## src/bn_pkg.sv

```systemverilog
package bn_pkg;

    // Number format and table depth.
    localparam int CHANNELS   = 64;
    localparam int DATA_WIDTH = 32;
    localparam int FRAC_BITS  = 16;
    localparam int CH_AW      = (CHANNELS > 1) ? $clog2(CHANNELS) : 1;
    localparam int EPS_W      = 16;

    // Load arithmetic: radicand is (variance + epsilon) << FRAC_BITS.
    localparam int RAD_W      = 32 + FRAC_BITS;
    localparam int ROOT_W     = (RAD_W + 1) / 2;
    localparam int SQ_STEPS   = ROOT_W;
    localparam int DIV_STEPS  = 64;

    // Job queue between front and back.
    localparam int QDEPTH     = 2;
    localparam int QAW        = (QDEPTH > 1) ? $clog2(QDEPTH) : 1;

    localparam logic signed [64:0] SAT_HI = (65'sd1 <<< (DATA_WIDTH - 1)) - 65'sd1;
    localparam logic signed [64:0] SAT_LO = -SAT_HI - 65'sd1;
    localparam logic signed [63:0] HUGE   = 64'sh1FFF_FFFF_FFFF_FFFF;

    typedef enum logic
    {
        OP_LOAD = 1'b0,
        OP_NORM = 1'b1
    } op_t;

    typedef struct packed
    {
        logic               opcode;
        logic [5:0]         channel;
        logic signed [31:0] sample;
        logic signed [31:0] beta_in;
        logic signed [31:0] gamma_in;
        logic signed [31:0] mean_in;
        logic [30:0]        variance_in;
    } cmd_word_t;

    typedef struct packed
    {
        logic [5:0]         channel_out;
        logic signed [31:0] result;
        logic               saturated;
    } rsp_word_t;

    typedef struct packed
    {
        op_t                op;
        logic               in_range;
        logic [5:0]         channel;
        logic signed [31:0] sample;
        logic signed [31:0] beta;
        logic signed [31:0] gamma;
        logic signed [31:0] mean;
        logic [30:0]        variance;
    } job_t;

    typedef struct packed
    {
        logic               hit;
        logic signed [31:0] value;
    } sat_t;

    // Clip a wide signed value to the DATA_WIDTH signed range.
    function automatic sat_t saturate(input logic signed [64:0] v);
        sat_t r;
        r.hit   = 1'b0;
        r.value = 32'(v);
        if (v > SAT_HI)
        begin
            r.hit   = 1'b1;
            r.value = 32'(SAT_HI);
        end
        else if (v < SAT_LO)
        begin
            r.hit   = 1'b1;
            r.value = 32'(SAT_LO);
        end
        return r;
    endfunction

endpackage

```

## src/bn_queue.sv

```systemverilog
module bn_queue
    import bn_pkg::*;
(
    input  logic clk,
    input  logic rst_n,
    input  logic push,
    input  job_t push_data,
    output logic full,
    input  logic pop,
    output logic not_empty,
    output job_t head
);

    job_t             entry_reg [QDEPTH];
    logic [QAW-1:0]   wr_ptr_reg, wr_ptr_next;
    logic [QAW-1:0]   rd_ptr_reg, rd_ptr_next;
    logic [QAW:0]     count_reg, count_next;

    assign full      = (count_reg == (QAW+1)'(QDEPTH));
    assign not_empty = (count_reg != '0);
    assign head      = entry_reg[rd_ptr_reg];

    always_comb
    begin
        wr_ptr_next = wr_ptr_reg;
        rd_ptr_next = rd_ptr_reg;
        count_next  = count_reg;
        if (push)
        begin
            wr_ptr_next = (32'(wr_ptr_reg) == QDEPTH - 1) ? '0 : wr_ptr_reg + 1'b1;
        end
        if (pop)
        begin
            rd_ptr_next = (32'(rd_ptr_reg) == QDEPTH - 1) ? '0 : rd_ptr_reg + 1'b1;
        end
        if (push && !pop)
        begin
            count_next = count_reg + 1'b1;
        end
        else if (pop && !push)
        begin
            count_next = count_reg - 1'b1;
        end
    end

    always_ff @(posedge clk or negedge rst_n)
    begin
        if (!rst_n)
        begin
            wr_ptr_reg <= '0;
            rd_ptr_reg <= '0;
            count_reg  <= '0;
        end
        else
        begin
            wr_ptr_reg <= wr_ptr_next;
            rd_ptr_reg <= rd_ptr_next;
            count_reg  <= count_next;
        end
    end

    always_ff @(posedge clk)
    begin
        if (push)
        begin
            entry_reg[wr_ptr_reg] <= push_data;
        end
    end

endmodule

```

## config.mk

```make
export PLATFORM = sky130hd
export DESIGN_NAME = bn_queue
export DESIGN_NICKNAME = d
export VERILOG_FILES = /design/src/bn_pkg.sv /design/src/bn_queue.sv
export SDC_FILE = /design/constraint.sdc
export NUM_CORES = 1
export LEC_CHECK = 0
export BUFFER_PORTS_ARGS = -buffer_cell sky130_fd_sc_hd__buf_2
export CAP_MARGIN = 20
export CORE_ASPECT_RATIO = 2
export CORE_MARGIN = 2
export CORE_UTILIZATION = 47
export DETAILED_ROUTE_END_ITERATION = 12
export PLACE_DENSITY_LB_ADDON = 0.15
export SYNTH_ARGS = -nofsm -noshare
export SYNTH_HDL_FRONTEND = slang
export SYNTH_SLANG_ARGS = --single-unit
```

## constraint.sdc

```tcl
create_clock -name clk -period 9 [get_ports clk]
set_clock_uncertainty 0.1 [all_clocks]
set_input_delay 0.45 -clock clk [delete_from_list [all_inputs] [get_ports clk]]
set_output_delay 0.45 -clock clk [all_outputs]
set_load 0.005 [all_outputs]
```

==> results of run 1 <==
power by group:
| group | internal (mW) | total, mW | leakage (nW) | switching [mW] |
|---|---|---|---|---|
| Combinational | 0.772 | 1.40 | 3.23 | 0.630 |
| Sequential | 2.09 | 2.18 | 3.18 | 0.0924 |
| Clock | 0.643 | 1.15 | 0.426 | 0.504 |
| Total | 3.50 | 4.73 | 6.83 | 1.23 |
layout make-up:
type                       instances  share of cell area
multi-input combinational        178              0.1364
tap                              348             0.02522
clock buffer                      41             0.04637
sequential                       338              0.5868
antenna                            2           0.0002898
timing repair buffer             516              0.2007
inverter                           1           0.0002174
clock inverter                     9            0.003985
cells by family (layout without fill, tap and decap cells):
kind of cell,Yosys count,count (layout),share of synthesized area
adders and majority gates,1,1,0.0009876
xor gates and xnor gates,5,5,0.003457
and+or+nand+nor,5,5,0.002272
muxes,167,167,0.1784
buffers and inverters,20,567,0.01521
other,0,2,0
DFF,338,338,0.7997
worst max-delay path, stage by stage (launching register included):
cell and delay (ns):
dfrtp_4 0.61, buf_4 0.74, buf_4 0.72, mux2_4 0.36
buf_2 0.13
synth_stat cells, drive strengths merged:
cell	number
and2	1
xnor2	1
nor2	1
nor2b	2
ha	1
edfxtp	334
buf	19
inv	1
or2	1
dfrtp	4
xor2	4
mux2	167
path summary, 6_finish.rpt:
check | startpoint | end | cells after the start
setup / recovery | rd_ptr_reg$_DFFE_PN0P_ | head[64] | 4
hold / removal | push_data[46] | entry_reg[1][46]$_DFFE_PP_ | 1
setup reg to reg | wr_ptr_reg$_DFFE_PN0P_ | entry_reg[0][121]$_DFFE_PP_ | 3
hold reg to reg | count_reg[1]$_DFFE_PN0P_ | count_reg[1]$_DFFE_PN0P_ | 1
max in group asynchronous | rst_n | rd_ptr_reg$_DFFE_PN0P_ | 2
min in group asynchronous | rst_n | rd_ptr_reg$_DFFE_PN0P_ | 2
placed cells by master (no fill, tap or decap), drive strengths merged:
cell type / n
nor2b: 2
buf: 348
dfrtp: 4
diode: 2
xnor2: 1
dlygate4sd3: 168
clkbuf: 41
mux2: 167
or2: 1
bufinv: 1
nor2: 1
clkinv: 8
and2: 1
edfxtp: 334
ha: 1
xor2: 4
inv: 1
through the flow:
step | utilization | power, mW | cell area (um^2) | cells | hold WS (ns)
after global placement | 0.5501 | 3.553 | 14680 | 1212 | 0.1663
after detailed placement | 0.5501 | 3.570 | 14680 | 1212 | 0.1649
final | 0.6469 | 4.730 | 17270 | 1433 | 0.04153
after CTS | 0.6457 | 4.791 | 17240 | 1430 | 0.007008
after global routing | 0.6469 | 4.961 | 17270 | 1433 | 0.009780
after floorplan | - | 3.167 | 12670 | 536 | 0.05441
routing by layer:
layer | up-vias | part of all wire | global-route usage
li1 | 3189 | - | -
met1 | 3223 | 0.42 | 0.2236
met2 | 281 | 0.47 | 0.2677
met3 | 46 | 0.080 | 0.04279
met4 | 0 | 0.030 | 0.06239
met5 | - | 0 | 0
==> impl_metrics.env, run 1 <==
export IMPL_clk_pin_slew_ns=0.07
export IMPL_slew_viol_final=0
export IMPL_peakVddDrop_mv=0.2612
export IMPL_cap_violations=0
export IMPL_worstPathArrival_ns=3.22
export IMPL_synth_cell_type_count=14
export IMPL_cts_setup_buffers=0
export IMPL_start_util=0.4745
export IMPL_rsz0062_at_grt="no"
export IMPL_clock_sinks=338
export IMPL_final_seq_area_um2=10130
export IMPL_place_ws_ns=5.770
export IMPL_ys_top_cells_by_area="edfxtp_1 79%, mux2_4 12%, mux2_2 5.9%, buf_6 1.3%, dfrtp_1 0.79%"
export IMPL_tightest_slew_ns=0.9198
export IMPL_synthToLayoutAreaGrowth_pct=36.32
export IMPL_htreeDepth=1
export IMPL_r2r_slack_ns=6.10
export IMPL_grt_start_max_net_pins=82
export IMPL_drt_pass1_iter_count=4
export IMPL_cts_repair_resized=0
export IMPL_timing_final_crit_share=0.4193
export IMPL_power_density_nw_per_um2=273.9
export IMPL_numCtsBuffers=28
export IMPL_required_ns=8.45
export IMPL_wl_um=24350
export IMPL_max_freq_ghz=0.2650
export IMPL_place_hpwl_um=15140
export IMPL_synth_area_per_cell_um2=23.63
export IMPL_finalNetCount=1235
export IMPL_antenna_left=0
export IMPL_synth_fp_nets=708
export IMPL_drtIter0Drc=414
export IMPL_finalCriticalPeriod_ns=3.774
export IMPL_end_kind="output port"
export IMPL_io_pin_count=340
export IMPL_antenna_found_initial=2
export IMPL_drc=0
export IMPL_clock_latency_ns=0.54
export IMPL_fin_tns_setup_ns=0
export IMPL_die_w_um=120.1
export IMPL_critPathMaxFanout=54
export IMPL_max_slew_margin=0.3868
export IMPL_vias=6739
export IMPL_hold_class="input port to register"
export IMPL_ys_ff_latch=338
export IMPL_setup_violations=0
export IMPL_cts_root_buffer="clkbuf_16"
export IMPL_final_hold_violation_count=0
export IMPL_grt_pass1_wl_um=37540
export IMPL_syn_inst=536
export IMPL_multi_input_area_um2=2355
export IMPL_gp_congestion=0.7414
export IMPL_synth_top_area_frac=0.7918
export IMPL_p_leak_nw=6.834
export IMPL_yosysSeqAreaShare=0.7997
export IMPL_fillers=1896
export IMPL_layout_drive_gt1_share=0.5134
export IMPL_cts_tree="done"
export IMPL_post_drt_wl_per_cell_um=16.99
export IMPL_rows=85
export IMPL_coreArea_um2=26690
export IMPL_overflow=0
export IMPL_fin_ws_ns=5.226
export IMPL_die_area_um2=28360
export IMPL_largest_register_ffs=334
export IMPL_crit_type="register to output port"
export IMPL_grt_usage=0.1682
export IMPL_grt_pass1_vias=7028
export IMPL_viasPerCell=4.703
export IMPL_port_buffers=339
export IMPL_status="finished clean"
export IMPL_die_h_um=236.2
export IMPL_clock_path_buffers=3
export IMPL_critPathLaunchType="register"
export IMPL_syn_area_um2=12670
export IMPL_synth_area_leader_cell="edfxtp_1"
export IMPL_yosysWarningCount=0
export IMPL_cts_hold_buf=168
(Power assumes the default switching activity.)
==> inputs of run 2 (changes only) <==
clock period = 3.05 ns   (was 9 ns; I/O delays follow)
==> impl_metrics.env, run 2 (synthesis gave the netlist of run 1 again) <==
export IMPL_busiest_layer="met2"
export IMPL_gp_congestion=0.6949
export IMPL_end_kind="output port"
export IMPL_clockPowerShare=0.249
export IMPL_layout_drive_gt1_share=0.5143
export IMPL_cts_root_buffer="clkbuf_16"
export IMPL_power_density_nw_per_um2=817.0
export IMPL_antenna_left=0
export IMPL_final_common_cell="buf_2"
export IMPL_finish_instance_area_um2=17390
export IMPL_hold_class="input port to register"
export IMPL_cap_violations=0
export IMPL_max_slew_margin=0.6037
export IMPL_antenna_found_initial=1
export IMPL_switching_share=0.2628
export IMPL_grt_start_max_net_pins=92
export IMPL_start_util=0.4745
export IMPL_vias=6783
export IMPL_clock_latency_ns=0.54
export IMPL_setup_violations=0
export IMPL_globalRouteMet1Util=0.2065
export IMPL_wl_um=24560
export IMPL_grt_pass1_vias=7254
export IMPL_tightest_slew_ns=0.5944
export IMPL_critPathLaunchType="register"
export IMPL_worstPathArrival_ns=2.18
export IMPL_rsz0062_at_grt="no"
export IMPL_final_core_util=0.6514
export IMPL_die_area_um2=28360
export IMPL_port_buffers=339
export IMPL_power_switching_mw=3.733
export IMPL_p_total_mw=14.21
export IMPL_placed_cells=1213
export IMPL_post_drt_wl_per_cell_um=17.11
export IMPL_timing_final_crit_share=0.7962
export IMPL_multi_input_area_um2=2355
export IMPL_pwr_share_comb=0.297
export IMPL_cts_hold_buf=171
export IMPL_crit_type="register to output port"
export IMPL_slew_viol_final=0
export IMPL_max_freq_ghz=0.4118
export IMPL_finalNetCount=1239
export IMPL_largest_register_ffs=334
export IMPL_drc=0
export IMPL_final_cell_mix="339 x buf_2, 334 x edfxtp_1, 171 x dlygate4sd3_1"
export IMPL_rows=85
export IMPL_htreeDepth=1
export IMPL_overflow=0
export IMPL_clock_path_buffers=3
export IMPL_die_h_um=236.2
export IMPL_cts_repair_resized=0
export IMPL_coreArea_um2=26690
export IMPL_p_seq_frac=0.454
export IMPL_met2_usage=0.2853
export IMPL_p_leak_nw=6.873
export IMPL_cts_setup_buffers=0
export IMPL_cts_tree="done"
export IMPL_place_hpwl_um=15080
export IMPL_fillers=1879
export IMPL_drt_pass1_iter_count=4
export IMPL_synthToLayoutAreaGrowth_pct=37.28
export IMPL_final_hold_violation_count=0
export IMPL_final_seq_area_um2=10130
export IMPL_clk_pin_slew_ns=0.06
export IMPL_status="finished clean"
export IMPL_p_int_mw=10.47
export IMPL_die_w_um=120.1
export IMPL_viasPerCell=4.724
export IMPL_grt_usage=0.1688
export IMPL_required_ns=2.80
export IMPL_placed_area_um2=14770
export IMPL_peakVddDrop_mv=0.6024
export IMPL_critPathMaxFanout=23
export IMPL_stdcell_count=1436
export IMPL_grt_pass1_wl_um=37810
export IMPL_finalCriticalPeriod_ns=2.429
export IMPL_clock_sinks=338
export IMPL_io_pin_count=340
export IMPL_numCtsBuffers=29
export IMPL_grtUsageMet3=0.05005
export IMPL_drtIter0Drc=291
## run 2: critical path, cell delays in order, from the launching register on
cell and delay, ns:
dfrtp_4 0.70, buf_4 0.41, mux2_2 0.39, buf_2 0.13
## run 2: routing by layer
layer / wire, um / vias to the layer above
met5: 0 / -
met4: 566 / 0
met3: 2080 / 36
met2: 12150 / 262
met1: 9765 / 3296
li1: - / 3189
## run 2: stage by stage
step	setup WS (ns)	setup TNS [ns]	hold slack, ns
6_report	0.6214	0	0.2331
5_1_grt	0.5199	0	0.2099
4_1_cts	0.5744	0	0.1917
2_1_floorplan	-0.3751	-62.65	-0.2431
3_5_place_dp	1.171	0	-0.1343
3_3_place_gp	1.182	0	-0.1370
## run 2: power groups by stage
| stage | registers (mW) | logic, mW | clock network [mW] |
|---|---|---|---|
| 4_1_cts | 6.45 | 4.28 | 3.63 |
| 3_5_place_dp | 6.55 | 4.09 | 0 |
| 2_1_floorplan | 6.47 | 2.73 | 0 |
| 5_1_grt | 6.53 | 4.53 | 3.78 |
| 6_report | 6.45 | 4.23 | 3.54 |
| 3_3_place_gp | 6.51 | 4.09 | 0 |
## run 2: final cells by class
| type | instances | share of cell area |
|---|---|---|
| Clock inverter | 19 | 0.009857 |
| Tap cell | 348 | 0.02504 |
| Sequential cell | 338 | 0.5827 |
| Timing Repair Buffer | 519 | 0.2042 |
| Clock buffer | 32 | 0.04238 |
| Inverter | 1 | 0.0002159 |
| Multi-Input combinational cell | 178 | 0.1354 |
| Antenna cell | 1 | 0.0001439 |
## run 2: final timing paths
kind / endpoint / from / slack (ns) / cells past startpoint
max: head[143] / rd_ptr_reg$_DFFE_PN0P_ / 0.62 / 3
min: entry_reg[1][95]$_DFFE_PP_ / push_data[95] / 0.23 / 2
max reg2reg: entry_reg[1][86]$_DFFE_PP_ / wr_ptr_reg$_DFFE_PN0P_ / 1.43 / 2
min reg2reg: count_reg[1]$_DFFE_PN0P_ / count_reg[1]$_DFFE_PN0P_ / 0.39 / 1
max in group asynchronous: rd_ptr_reg$_DFFE_PN0P_ / rst_n / 2.21 / 3
min in group asynchronous: count_reg[0]$_DFFE_PN0P_ / rst_n / 0.44 / 3
